File: src/sv/bae_pkg.sv
// Shared types, constants, the checksum step and the charset lookup for the bech32 address encoder.
`default_nettype none
package bae_pkg;

    localparam int unsigned PREFIX_BYTES = 8;
    localparam logic [3:0] MAX_PREFIX_LENGTH = 4'd8;
    localparam logic [6:0] SEP_CHAR = 7'h31;
    localparam logic [29:0] CKS_INIT = 30'd1;

    localparam logic REG_PREFIX_CHARS = 1'b0;
    localparam logic REG_PREFIX_LENGTH = 1'b1;

    localparam logic [255:0] CHARSET = "qpzry9x8gf2tvdw0s3jn54khce6mua7l";
    localparam logic [4:0][29:0] GEN = {
        30'h2a1462b3, 30'h3d4233dd, 30'h1ea119fa, 30'h26508e6d, 30'h3b6a57b2
    };

    typedef enum logic [3:0] {
        ST_IDLE,
        ST_HIGH,
        ST_SEP,
        ST_LOW,
        ST_DATA0,
        ST_DATA1,
        ST_PAD,
        ST_ZERO,
        ST_CHECK
    } state_t;

    typedef enum logic [2:0] {
        CK_HOLD,
        CK_FOLD,
        CK_CLOSE,
        CK_SHIFT,
        CK_INIT
    } cks_op_t;

    typedef struct packed {
        cks_op_t    op;
        logic [4:0] sym;
    } cks_ctrl_t;

    typedef struct packed {
        logic [6:0] ch;
        logic       fin;
    } out_word_t;

    // one BCH polymod step
    function automatic logic [29:0] fold(input logic [29:0] acc, input logic [4:0] sym);
        logic [4:0]  top;
        logic [29:0] res;
        top = acc[29:25];
        res = {acc[24:0], sym};
        for (int j = 0; j < 5; j++) begin
            if (top[j]) begin
                res = res ^ GEN[j];
            end
        end
        return res;
    endfunction

    function automatic logic [6:0] charset_char(input logic [4:0] sym);
        logic [7:0] c;
        c = CHARSET[{5'd31 - sym, 3'b000} +: 8];
        return c[6:0];
    endfunction

endpackage
`default_nettype wire

File: src/sv/bae_checksum.sv
// Polymod accumulator: fold, close, shift-out and reinit.
`default_nettype none
module bae_checksum (
    input  wire logic               aclk,
    input  wire logic               aresetn,
    input  wire bae_pkg::cks_ctrl_t ctrl,
    output logic [4:0]              acc_top
);

    logic [29:0] acc_reg;
    logic [29:0] acc_next;
    logic [29:0] closed;

    always_comb begin
        closed = acc_reg;
        for (int i = 0; i < 6; i++) begin
            closed = bae_pkg::fold(closed, 5'd0);
        end
        closed = closed ^ 30'd1;
    end

    always_comb begin
        unique case (ctrl.op)
            bae_pkg::CK_HOLD:  acc_next = acc_reg;
            bae_pkg::CK_FOLD:  acc_next = bae_pkg::fold(acc_reg, ctrl.sym);
            bae_pkg::CK_CLOSE: acc_next = closed;
            bae_pkg::CK_SHIFT: acc_next = {acc_reg[24:0], 5'd0};
            bae_pkg::CK_INIT:  acc_next = bae_pkg::CKS_INIT;
            default:           acc_next = acc_reg;
        endcase
    end

    always_ff @(posedge aclk) begin
        if (!aresetn) begin
            acc_reg <= bae_pkg::CKS_INIT;
        end else begin
            acc_reg <= acc_next;
        end
    end

    assign acc_top = acc_reg[29:25];

endmodule
`default_nettype wire

File: src/sv/bae_out_slot.sv
// Output register for the character stream.
`default_nettype none
module bae_out_slot (
    input  wire logic               aclk,
    input  wire logic               aresetn,
    input  wire logic               load,
    input  wire bae_pkg::out_word_t word_in,
    output logic                    slot_free,
    output logic                    m_valid,
    input  wire logic               m_ready,
    output logic [6:0]              m_address_char,
    output logic                    m_final_char
);

    logic              valid_reg;
    bae_pkg::out_word_t word_reg;

    assign slot_free = !valid_reg || m_ready;

    always_ff @(posedge aclk) begin
        if (!aresetn) begin
            valid_reg <= 1'b0;
        end else if (load) begin
            valid_reg <= 1'b1;
        end else if (m_ready) begin
            valid_reg <= 1'b0;
        end
    end

    always_ff @(posedge aclk) begin
        if (load) begin
            word_reg <= word_in;
        end
    end

    assign m_valid        = valid_reg;
    assign m_address_char = word_reg.ch;
    assign m_final_char   = word_reg.fin;

endmodule
`default_nettype wire

File: src/sv/bech32_address_encoder.sv
// Top level: bech32 address encoder, byte words in, address characters out.
//
//  channel  | ports                                 | direction
//  s_       | s_valid s_ready s_data_byte s_last_byte | byte words in
//  m_       | m_valid m_ready m_address_char m_final_char | characters out
//  apb      | psel penable pwrite paddr pwdata prdata pready | config, 64-bit
//
// A middle byte yields one or two characters (one per 5-bit symbol).
// A first byte first adds the prefix steps: prefix out with high fold, '1', low fold.
// A last byte adds an optional pad symbol, a closing step and six checksum characters.
// Next word is taken in the cycle the current word's last character is loaded.
// Output stall (m_ready low with a word held) freezes the sequencer in its emitting states.
// Reset is synchronous, active low; prefix registers return to their default, length 3.
`default_nettype none
module bech32_address_encoder (
    input  wire logic        aclk,
    input  wire logic        aresetn,
    input  wire logic        s_valid,
    output logic             s_ready,
    input  wire logic [7:0]  s_data_byte,
    input  wire logic        s_last_byte,
    output logic             m_valid,
    input  wire logic        m_ready,
    output logic [6:0]       m_address_char,
    output logic             m_final_char,
    input  wire logic        psel,
    input  wire logic        penable,
    input  wire logic        pwrite,
    input  wire logic [3:0]  paddr,
    input  wire logic [63:0] pwdata,
    output logic [63:0]      prdata,
    output logic             pready
);

    bae_pkg::state_t state_reg, state_next;
    logic [2:0]  pidx_reg, pidx_next;
    logic [2:0]  cidx_reg, cidx_next;
    logic [11:0] buf_reg, buf_next;
    logic [2:0]  cnt_reg, cnt_next;
    logic        in_message_reg, in_message_next;
    logic [7:0]  byte_reg;
    logic        last_reg;
    logic [63:0] prefix_chars_reg;
    logic [3:0]  prefix_length_reg;

    logic        reg_idx;
    logic        cfg_wr;
    logic [3:0]  len;
    logic        pidx_last;
    logic [6:0]  pchar;
    logic [11:0] wbuf;
    logic [3:0]  wcnt;
    logic [2:0]  cnt_after0;
    logic [4:0]  sym0;
    logic [4:0]  sym1;
    logic [4:0]  psym;
    logic [4:0]  acc_top;
    logic        emits;
    logic        slot_free;
    logic        adv;
    logic        done;
    logic        emit;
    logic        accept;
    logic        start_inm;
    bae_pkg::cks_ctrl_t ck;
    bae_pkg::cks_ctrl_t ck_eff;
    bae_pkg::out_word_t ow;

    // config port
    assign reg_idx = 1'(paddr >> 3);
    assign cfg_wr  = psel && penable && pwrite && pready;
    assign pready  = 1'b1;
    assign prdata  = (reg_idx == bae_pkg::REG_PREFIX_CHARS) ? prefix_chars_reg
                                                             : {60'd0, prefix_length_reg};

    always_ff @(posedge aclk) begin
        if (!aresetn) begin
            prefix_chars_reg  <= 64'd6450019;
            prefix_length_reg <= 4'd3;
        end else if (cfg_wr) begin
            if (reg_idx == bae_pkg::REG_PREFIX_CHARS) begin
                prefix_chars_reg <= pwdata;
            end else begin
                prefix_length_reg <= pwdata[3:0];
            end
        end
    end

    // datapath terms
    assign len = (prefix_length_reg > bae_pkg::MAX_PREFIX_LENGTH) ? bae_pkg::MAX_PREFIX_LENGTH
                                                                 : prefix_length_reg;
    assign pidx_last  = ({1'b0, pidx_reg} == (len - 4'd1));
    assign pchar      = prefix_chars_reg[{pidx_reg, 3'b000} +: 7];
    assign wbuf       = {buf_reg[3:0], byte_reg};
    assign wcnt       = {1'b0, cnt_reg} + 4'd8;
    assign cnt_after0 = 3'(wcnt - 4'd5);
    assign sym0       = 5'(wbuf >> (wcnt - 4'd5));
    assign sym1       = 5'(buf_reg >> (cnt_reg - 3'd5));
    assign psym       = 5'(buf_reg << (3'd5 - cnt_reg));

    always_comb begin
        unique case (state_reg)
            bae_pkg::ST_HIGH, bae_pkg::ST_SEP, bae_pkg::ST_DATA0,
            bae_pkg::ST_DATA1, bae_pkg::ST_PAD, bae_pkg::ST_CHECK: emits = 1'b1;
            default: emits = 1'b0;
        endcase
    end

    assign adv = !emits || slot_free;

    always_comb begin
        state_next      = state_reg;
        pidx_next       = pidx_reg;
        cidx_next       = cidx_reg;
        buf_next        = buf_reg;
        cnt_next        = cnt_reg;
        in_message_next = in_message_reg;
        ck              = '{op: bae_pkg::CK_HOLD, sym: 5'd0};
        ow              = '{ch: 7'd0, fin: 1'b0};
        emit            = 1'b0;
        done            = 1'b0;

        unique case (state_reg)
            bae_pkg::ST_IDLE: begin
            end
            bae_pkg::ST_HIGH: begin
                ck   = '{op: bae_pkg::CK_FOLD, sym: {3'd0, pchar[6:5]}};
                ow   = '{ch: pchar, fin: 1'b0};
                emit = 1'b1;
                if (pidx_last) begin
                    state_next = bae_pkg::ST_SEP;
                end else begin
                    pidx_next = pidx_reg + 3'd1;
                end
            end
            bae_pkg::ST_SEP: begin
                ck   = '{op: bae_pkg::CK_FOLD, sym: 5'd0};
                ow   = '{ch: bae_pkg::SEP_CHAR, fin: 1'b0};
                emit = 1'b1;
                pidx_next = 3'd0;
                state_next = (len == 4'd0) ? bae_pkg::ST_DATA0 : bae_pkg::ST_LOW;
            end
            bae_pkg::ST_LOW: begin
                ck = '{op: bae_pkg::CK_FOLD, sym: pchar[4:0]};
                if (pidx_last) begin
                    state_next = bae_pkg::ST_DATA0;
                end else begin
                    pidx_next = pidx_reg + 3'd1;
                end
            end
            bae_pkg::ST_DATA0: begin
                ck       = '{op: bae_pkg::CK_FOLD, sym: sym0};
                ow       = '{ch: bae_pkg::charset_char(sym0), fin: 1'b0};
                emit     = 1'b1;
                buf_next = wbuf;
                cnt_next = cnt_after0;
                if (cnt_after0 >= 3'd5) begin
                    state_next = bae_pkg::ST_DATA1;
                end else if (last_reg) begin
                    state_next = (cnt_after0 != 3'd0) ? bae_pkg::ST_PAD : bae_pkg::ST_ZERO;
                end else begin
                    done = 1'b1;
                end
            end
            bae_pkg::ST_DATA1: begin
                ck       = '{op: bae_pkg::CK_FOLD, sym: sym1};
                ow       = '{ch: bae_pkg::charset_char(sym1), fin: 1'b0};
                emit     = 1'b1;
                cnt_next = cnt_reg - 3'd5;
                if (last_reg) begin
                    state_next = (cnt_reg != 3'd5) ? bae_pkg::ST_PAD : bae_pkg::ST_ZERO;
                end else begin
                    done = 1'b1;
                end
            end
            bae_pkg::ST_PAD: begin
                ck   = '{op: bae_pkg::CK_FOLD, sym: psym};
                ow   = '{ch: bae_pkg::charset_char(psym), fin: 1'b0};
                emit = 1'b1;
                state_next = bae_pkg::ST_ZERO;
            end
            bae_pkg::ST_ZERO: begin
                ck         = '{op: bae_pkg::CK_CLOSE, sym: 5'd0};
                cidx_next  = 3'd0;
                state_next = bae_pkg::ST_CHECK;
            end
            bae_pkg::ST_CHECK: begin
                ow   = '{ch: bae_pkg::charset_char(acc_top), fin: (cidx_reg == 3'd5)};
                emit = 1'b1;
                if (cidx_reg == 3'd5) begin
                    ck       = '{op: bae_pkg::CK_INIT, sym: 5'd0};
                    buf_next = 12'd0;
                    cnt_next = 3'd0;
                    done     = 1'b1;
                end else begin
                    ck        = '{op: bae_pkg::CK_SHIFT, sym: 5'd0};
                    cidx_next = cidx_reg + 3'd1;
                end
            end
            default: begin
            end
        endcase

        if (done) begin
            in_message_next = !last_reg;
            state_next      = bae_pkg::ST_IDLE;
        end

        if (accept) begin
            start_inm = (state_reg == bae_pkg::ST_IDLE) ? in_message_reg : !last_reg;
            pidx_next = 3'd0;
            if (start_inm) begin
                state_next = bae_pkg::ST_DATA0;
            end else if (len == 4'd0) begin
                state_next = bae_pkg::ST_SEP;
            end else begin
                state_next = bae_pkg::ST_HIGH;
            end
        end else begin
            start_inm = in_message_reg;
        end
    end

    assign s_ready = (state_reg == bae_pkg::ST_IDLE) || (adv && done);
    assign accept  = s_valid && s_ready;
    assign ck_eff  = adv ? ck : '{op: bae_pkg::CK_HOLD, sym: 5'd0};

    always_ff @(posedge aclk) begin
        if (!aresetn) begin
            state_reg      <= bae_pkg::ST_IDLE;
            pidx_reg       <= 3'd0;
            cidx_reg       <= 3'd0;
            buf_reg        <= 12'd0;
            cnt_reg        <= 3'd0;
            in_message_reg <= 1'b0;
        end else if (adv) begin
            state_reg      <= state_next;
            pidx_reg       <= pidx_next;
            cidx_reg       <= cidx_next;
            buf_reg        <= buf_next;
            cnt_reg        <= cnt_next;
            in_message_reg <= in_message_next;
        end
    end

    always_ff @(posedge aclk) begin
        if (accept) begin
            byte_reg <= s_data_byte;
            last_reg <= s_last_byte;
        end
    end

    bae_checksum u_checksum (
        .aclk    (aclk),
        .aresetn (aresetn),
        .ctrl    (ck_eff),
        .acc_top (acc_top)
    );

    bae_out_slot u_out_slot (
        .aclk           (aclk),
        .aresetn        (aresetn),
        .load           (emit && adv),
        .word_in        (ow),
        .slot_free      (slot_free),
        .m_valid        (m_valid),
        .m_ready        (m_ready),
        .m_address_char (m_address_char),
        .m_final_char   (m_final_char)
    );

    a_idle_clean: assert property (@(posedge aclk) disable iff (!aresetn)
        (state_reg == bae_pkg::ST_IDLE && !in_message_reg) |-> (buf_reg == 12'd0 && cnt_reg == 3'd0))
        else $error("leftover bits while awaiting a first byte");

    a_data1_bits: assert property (@(posedge aclk) disable iff (!aresetn)
        (state_reg == bae_pkg::ST_DATA1) |-> (cnt_reg >= 3'd5))
        else $error("second symbol without five buffered bits");

    a_pad_only_last: assert property (@(posedge aclk) disable iff (!aresetn)
        (state_reg == bae_pkg::ST_PAD) |-> (last_reg && cnt_reg != 3'd0))
        else $error("pad symbol outside the last byte");

    a_final_ends_msg: assert property (@(posedge aclk) disable iff (!aresetn)
        (emit && adv && ow.fin) |=> !in_message_reg)
        else $error("message still open after final character");

endmodule
`default_nettype wire

File: config.mk
export PLATFORM = sky130hd
export DESIGN_NAME = bech32_address_encoder
export DESIGN_NICKNAME = d
export VERILOG_FILES = /design/src/sv/bae_pkg.sv /design/src/sv/bae_checksum.sv /design/src/sv/bae_out_slot.sv /design/src/sv/bech32_address_encoder.sv
export SDC_FILE = /design/constraint.sdc
export NUM_CORES = 1
export LEC_CHECK = 0
export BUFFER_PORTS_ARGS = -buffer_cell sky130_fd_sc_hd__buf_2
export CORE_AREA = 5 5 140 142
export CTS_CLUSTER_DIAMETER = 80
export DETAILED_ROUTE_END_ITERATION = 6
export DIE_AREA = 0 0 145 147
export PLACE_DENSITY = 0.9
export SETUP_SLACK_MARGIN = 0.15
export SYNTH_ARGS = -nofsm -noshare
export SYNTH_HDL_FRONTEND = slang
export SYNTH_SLANG_ARGS = --single-unit
export TNS_END_PERCENT = 30
File: constraint.sdc
create_clock -name aclk -period 8.33 [get_ports aclk]
set_input_delay 0.833 -clock aclk [delete_from_list [all_inputs] [get_ports aclk]]
set_output_delay 0.833 -clock aclk [all_outputs]
set_load 0.01 [all_outputs]
==> Word-level counts from Yosys, hierarchy flattened <==
Cells that the tools add are included.
Widths: inputs -> output; s select.
{ "word_totals": {"register_bits": 142, "in_bits": 84, "elab_cells": 201, "output_inout_bits": 75} }
{ "classes": {"n_reduce_logical": 31, "shift": 8, "mux": 76, "order_cmp": 2, "n_bitwise": 37, "n_addsub": 11, "n_eq_ne": 22} }
{ "ops": {"columns": ["cell", "n"], "rows": [
  ["$shiftx 256x9->7 const A", 4],
  ["$mux 30", 32],
  ["$mux 29", 7],
  ["$not 18->18", 7],
  ["$pmux 30 s4", 1],
  ["$not 17->17", 7],
  ["$not 16->16", 7],
  ["$not 14->14", 7],
  ["$not 13->13", 7],
  ["$mux 64", 1],
  ["$pmux 8 s8", 1],
  ["$shiftx 64x7->7", 1],
  ["$pmux 8 s6", 1],
  ["$mux 4", 8],
  ["$pmux 4 s7", 1],
  ["$pmux 12 s2", 1],
  ["$sub 5x5->5 const A", 4],
  ["$mux 3", 6],
  ["$eq 4x3->1 const B", 4],
  ["$mux 8", 2],
  ["$mux 12", 1],
  ["$ne 4x4->1 const B", 3],
  ["$pmux 3 s2", 2],
  ["$reduce_and 3->1", 4],
  ["other kinds (39)", 68]
]} }

==> Depth between registers and ports, before layout <==
{ "depth": {"ltp_word": 62, "depth_mapped": 15, "ltp_nobuf": 13} }

==> By module <==
A second synthesis with hierarchy kept.
{ "hier_totals": {"hier_cells": 1322, "area_unflattened_um2": 11870.1} }
{ "by_module_without_submodules": {"columns": ["module", "area_each_um2", "seq_area_each_um2", "n_inst", "cells_each"], "rows": [
  ["bech32_address_encoder", 6805.3, 2152.1, 1, 796],
  ["bae_checksum", 4775.8, 600.6, 1, 514],
  ["bae_out_slot", 289.0, 260.2, 1, 12]
]} }

==> Worst setup path after synthesis <==
Ideal clock, no wire load.
{ "synth_timing": {"path_type": "reg2reg", "startpoint": "reg cnt_reg[0]", "endpoint": "reg u_out_slot.word_reg, in the netlist u_out_slot.m_address_char[0] (data pin)", "setup_ns": 0.131, "period_less_slack_ns": 4.449, "path_slack_ns": 3.881, "required_ns": 8.199, "arrival_ns": 4.318, "stages_incl_launch_ff": 14, "n_path_buf": 2, "path_cell_list": "dfxtp_1 clkbuf_1 clkinv_1 ha_1 clkbuf_1 mux4_2 nand3_1 nand3_1 and2_1 a2111oi_0 o21a_1 o22ai_1 a221oi_1 a22o_1"} }
{ "synth_rtl": {"columns": ["item", "line_no", "text"], "rows": [
  ["from (decl)", "bech32_address_encoder.sv:39", "logic [2:0] cnt_reg, cnt_next;"],
  ["from (signal assigned)", "bech32_address_encoder.sv:241", "cnt_reg <= cnt_next;"],
  ["to (signal assigned)", "bae_out_slot.sv:32", "word_reg <= word_in;"],
  ["to (decl)", "bae_out_slot.sv:16", "bae_pkg::out_word_t word_reg;"]
]} }

==> Worst setup path after layout <==
{ "layout_timing": {"startpoint": "reg u_checksum.acc_reg[26]", "endpoint": "reg u_checksum.acc_reg[25]"} }
{ "layout_via": {"elab_chain_cells": 47, "word_cells_on_any_way": 66, "classes_between": "mux: 37; bitwise: 29"} }
{ "layout_lines": {"columns": ["item", "line_no", "text"], "rows": [
  ["from (decl)", "bae_checksum.sv:10", "logic [29:0] acc_reg;"],
  ["from (signal assigned)", "bae_checksum.sv:35", "acc_reg <= bae_pkg::CKS_INIT;"],
  ["from (signal assigned)", "bae_checksum.sv:37", "acc_reg <= acc_next;"],
  ["$mux 30", "bae_pkg.sv:55", "if (top[j]) begin"],
  ["$mux 29 / $not 16->16 (equally long branches)", null, null],
  ["$mux 30 / $mux 29 (equally long branches)", "bae_pkg.sv:55", null],
  ["$not 13->13 (no source line) / $mux 30 (equally long branches)", null, null],
  ["$mux 30 / $not 13->13 (equally long branches)", null, null],
  ["$not 18->18 (no source line) / $mux 30 (equally long branches)", null, null],
  ["$mux 30", "bae_pkg.sv:55", null],
  ["$not 14->14 (no source line)", null, null],
  ["(+31 left out)", null, null],
  ["$not 14->14 (no source line)", null, null],
  ["$mux 30", "bae_pkg.sv:55", null],
  ["$not 16->16 (no source line)", null, null],
  ["$mux 29", "bae_pkg.sv:55", null],
  ["$mux 30", "bae_pkg.sv:55", null],
  ["$not 13->13 (no source line)", null, null],
  ["$mux 30", "bae_pkg.sv:55", null],
  ["$pmux 30 s4 (*)", "bae_checksum.sv:23", "unique case (ctrl.op)"]
]} }
Every way passes the cells marked *; elsewhere a longest branch is shown, timed or not. The select of a mux whose other input is x is not followed.
A chain may end at the register's enable or synchronous reset.

==> flow_metrics.py <==
metrics = {
    "layout": {
        "area_delta_synth_final_pct": 12.5,
        "largest_reg_flops": 64,
        "n_antenna_cell": 0,
        "nets": 1486,
        "drive_above_1_share_pct": 19.1,
    },
    "placement": {
        "hpwl_mm": 24.0,
        "gp_congestion": 0.969,
        "io_buffers": 154,
    },
    "cts": {
        "post_cts_buffers": 0,
        "cts_root_buf": "clkbuf_16",
        "clk_latency_ps": 430,
        "tritoncts": "built",
        "htreeDepth": 4,
        "cts_inserted_buffers": 17,
        "cts_num_sinks": 142,
        "cts_hold_buf": 0,
        "clk_pin_slew_ps": 70,
        "cts_resized": 0,
        "clock_path_buffers": 2,
    },
    "logic_synthesis": {
        "synth_seq_cells": 142,
        "synth_warnings": 0,
        "synth_cells": 1302,
        "synth_top_area_share_pct": 21.9,
        "yosysUniqueCellTypes": 70,
        "netlist_area_sq_mm": 0.0114,
        "yosysTopAreaCell": "dfxtp_1",
        "synth.area.top_cells": "dfxtp_1, xnor2_1, xnor3_1, nand2_1, mux4_2",
        "yosysSeqAreaShare_pct": 26.4,
        "ys_top_cells_by_count": "nand2_1, xnor2_1, dfxtp_1",
        "synth_fp_nets": 1397,
        "syn_area_per_cell_sq_um": 8.77,
        "yosysMostFrequentCell": "nand2_1",
        "synth_top_flop_cell": "dfxtp_1",
        "synth_async_sr_flop_share_pct": 0,
        "synth-edff-count": 17,
    },
    "global_route": {
        "antenna_found_initial": 0,
        "grt_pass1_wl_mm": 53.3,
        "grt_pass1_vias": 9978,
        "grt_use_total_pct": 30.7,
        "gr-total-overflow": 0,
        "grt_max_degree": 68,
    },
    "drt": {
        "detail_route.wl_per_cell_microns": 20.5,
        "drc": 0,
        "wirelength_mm": 33.5,
        "drt_iter0_drc": 1101,
        "ant_nets": 0,
        "dr.pass1.iters": 6,
        "vias": 10200,
        "viasPerCell": 6.23,
    },
    "flow_run": {
        "maxCapViolCount": 0,
    },
    "setup_path": {
        "worstPathMaxFanout": 15,
        "worstSetupEndpointType": "register",
        "cp_slowest_cell": "dfxtp_1",
        "slowest_delay_ps": 920,
        "worst_path_most_repeated_cell": "xnor3_1",
        "path_cells": "xor3_2 > xor2_4 > xnor3_2 > xnor3_1 > xnor3_1 > xnor3_1 > xnor2_2 > xnor2_1 > or4_1 > nand3_1",
        "start_kind": "register",
        "required_ps": 8680,
        "crit_arrival_ps": 5490,
        "path_class": "register to register",
    },
    "die": {
        "die_w_microns": 145,
        "die_y_microns": 147,
        "core.rowCount": 50,
        "core_sq_mm": 0.0183,
        "initial_core_util_pct": 62.3,
        "pin_count": 159,
        "die_area_sq_mm": 0.0213,
    },
    "sta": {
        "clock_skew_ps": 10.9,
        "max_slew_margin_pct": 4.82,
        "fin_crit_ps": 5140,
        "setup_tns_ps": 0,
        "setup_violations": 0,
        "final_hold_viol_count": 0,
        "drv_slew": 0,
        "rsz0062_at_grt": "false",
        "fmax_mhz": 194,
        "tightest_slew_ps": 1410,
        "timing.final.crit_share_pct": 61.7,
    },
    "outcome": {
        "status": "complete, no violations",
    },
    "min_path": {
        "min_path_type": "register to register",
    },
}
## path summary, 6_finish.rpt
| check | from | to | slack, ps | cells after the start |
|---|---|---|---|---|
| max | u_checksum.acc_reg[26] | u_checksum.acc_reg[25] | 3190 | 10 |
| min | prefix_chars_reg[7] | prefix_chars_reg[7] | 450 | 2 |
| max reg2reg | u_checksum.acc_reg[26] | u_checksum.acc_reg[25] | 3190 | 10 |
| min reg2reg | prefix_chars_reg[7] | prefix_chars_reg[7] | 450 | 2 |
## layout make-up
| cell class | instances | area (sq um) |
|---|---|---|
| Inverter | 13 | 48.8 |
| Fill cell | 1350 | 5480 |
| Multi-Input combinational cell | 1048 | 7980 |
| Clock inverter | 10 | 108 |
| Sequential cell | 142 | 3010 |
| Timing Repair Buffer | 169 | 883 |
| Tap cell | 234 | 293 |
| Clock buffer | 22 | 529 |
## critical path: cells and delay by family, from the launching register on
kind	cells	cell delay [ps]
xor+xnor	8	3500
flops	1	920
simple gates	2	630
## cells in the final DEF, fill, tap and decap left out, types with 5 or more instances in the layout
master     instances
a221oi_1          10
inv_1             11
o22ai_1            9
mux4_2            28
a211oi_1          11
edfxtp_1          17
xor2_1            32
nor2_1            77
xnor2_2            7
inv_6              5
xnor2_1          162
a31oi_1           15
o211ai_1           5
xnor2_4            5
buf_4             15
dfxtp_1          125
o21ai_0           52
mux2i_1           27
xnor3_1           39
a21o_1             5
buf_2            154
xnor3_2            7
clkbuf_16         21
mux2_2            10
nand2_1          214
nand2b_1          10
nand3_1           40
ha_1              11
nor3_1            17
a2111oi_0          5
nor2b_1           66
a21oi_1          122
## cell families after synthesis
logic type               after synthesis  share of synthesized area [%]
AO/OA/AOI/OAI                        261                           13.5
XOR/XNOR                             261                           28.2
adder cells (fa/ha/maj)               11                           1.21
buffers and inverters                112                           4.00
flip-flops                           142                           26.4
multiplexers                          65                           8.88
other                                  1                         0.0328
AND/OR/NAND/NOR                      449                           17.7
## layer usage
layer | vias to the layer above | routed length, microns | track usage [%]
li1 | 4665 | - | -
met1 | 4827 | 12900 | 39.1
met2 | 617 | 15900 | 51.0
met3 | 100 | 3580 | 7.80
met4 | 0 | 1150 | 10.7
met5 | - | 0 | 0
## metrics by stage
step                      utilization [%]  hold slack, ps  instances  cell area [sq um]  setup WS (ps)
after floorplan                         -             429       1302              11400           3880
after global placement               66.6             437       1606              12200           3440
after detailed placement             66.6             445       1606              12200           3340
after CTS                            70.1             454       1638              12900           3300
after global routing                 70.1             488       1638              12900           3050
final                                70.1             453       1638              12900           3190
Power is left out: the tool's default activity adds up to more than one toggle a clock period on the data nets, which glitch-free logic cannot reach.
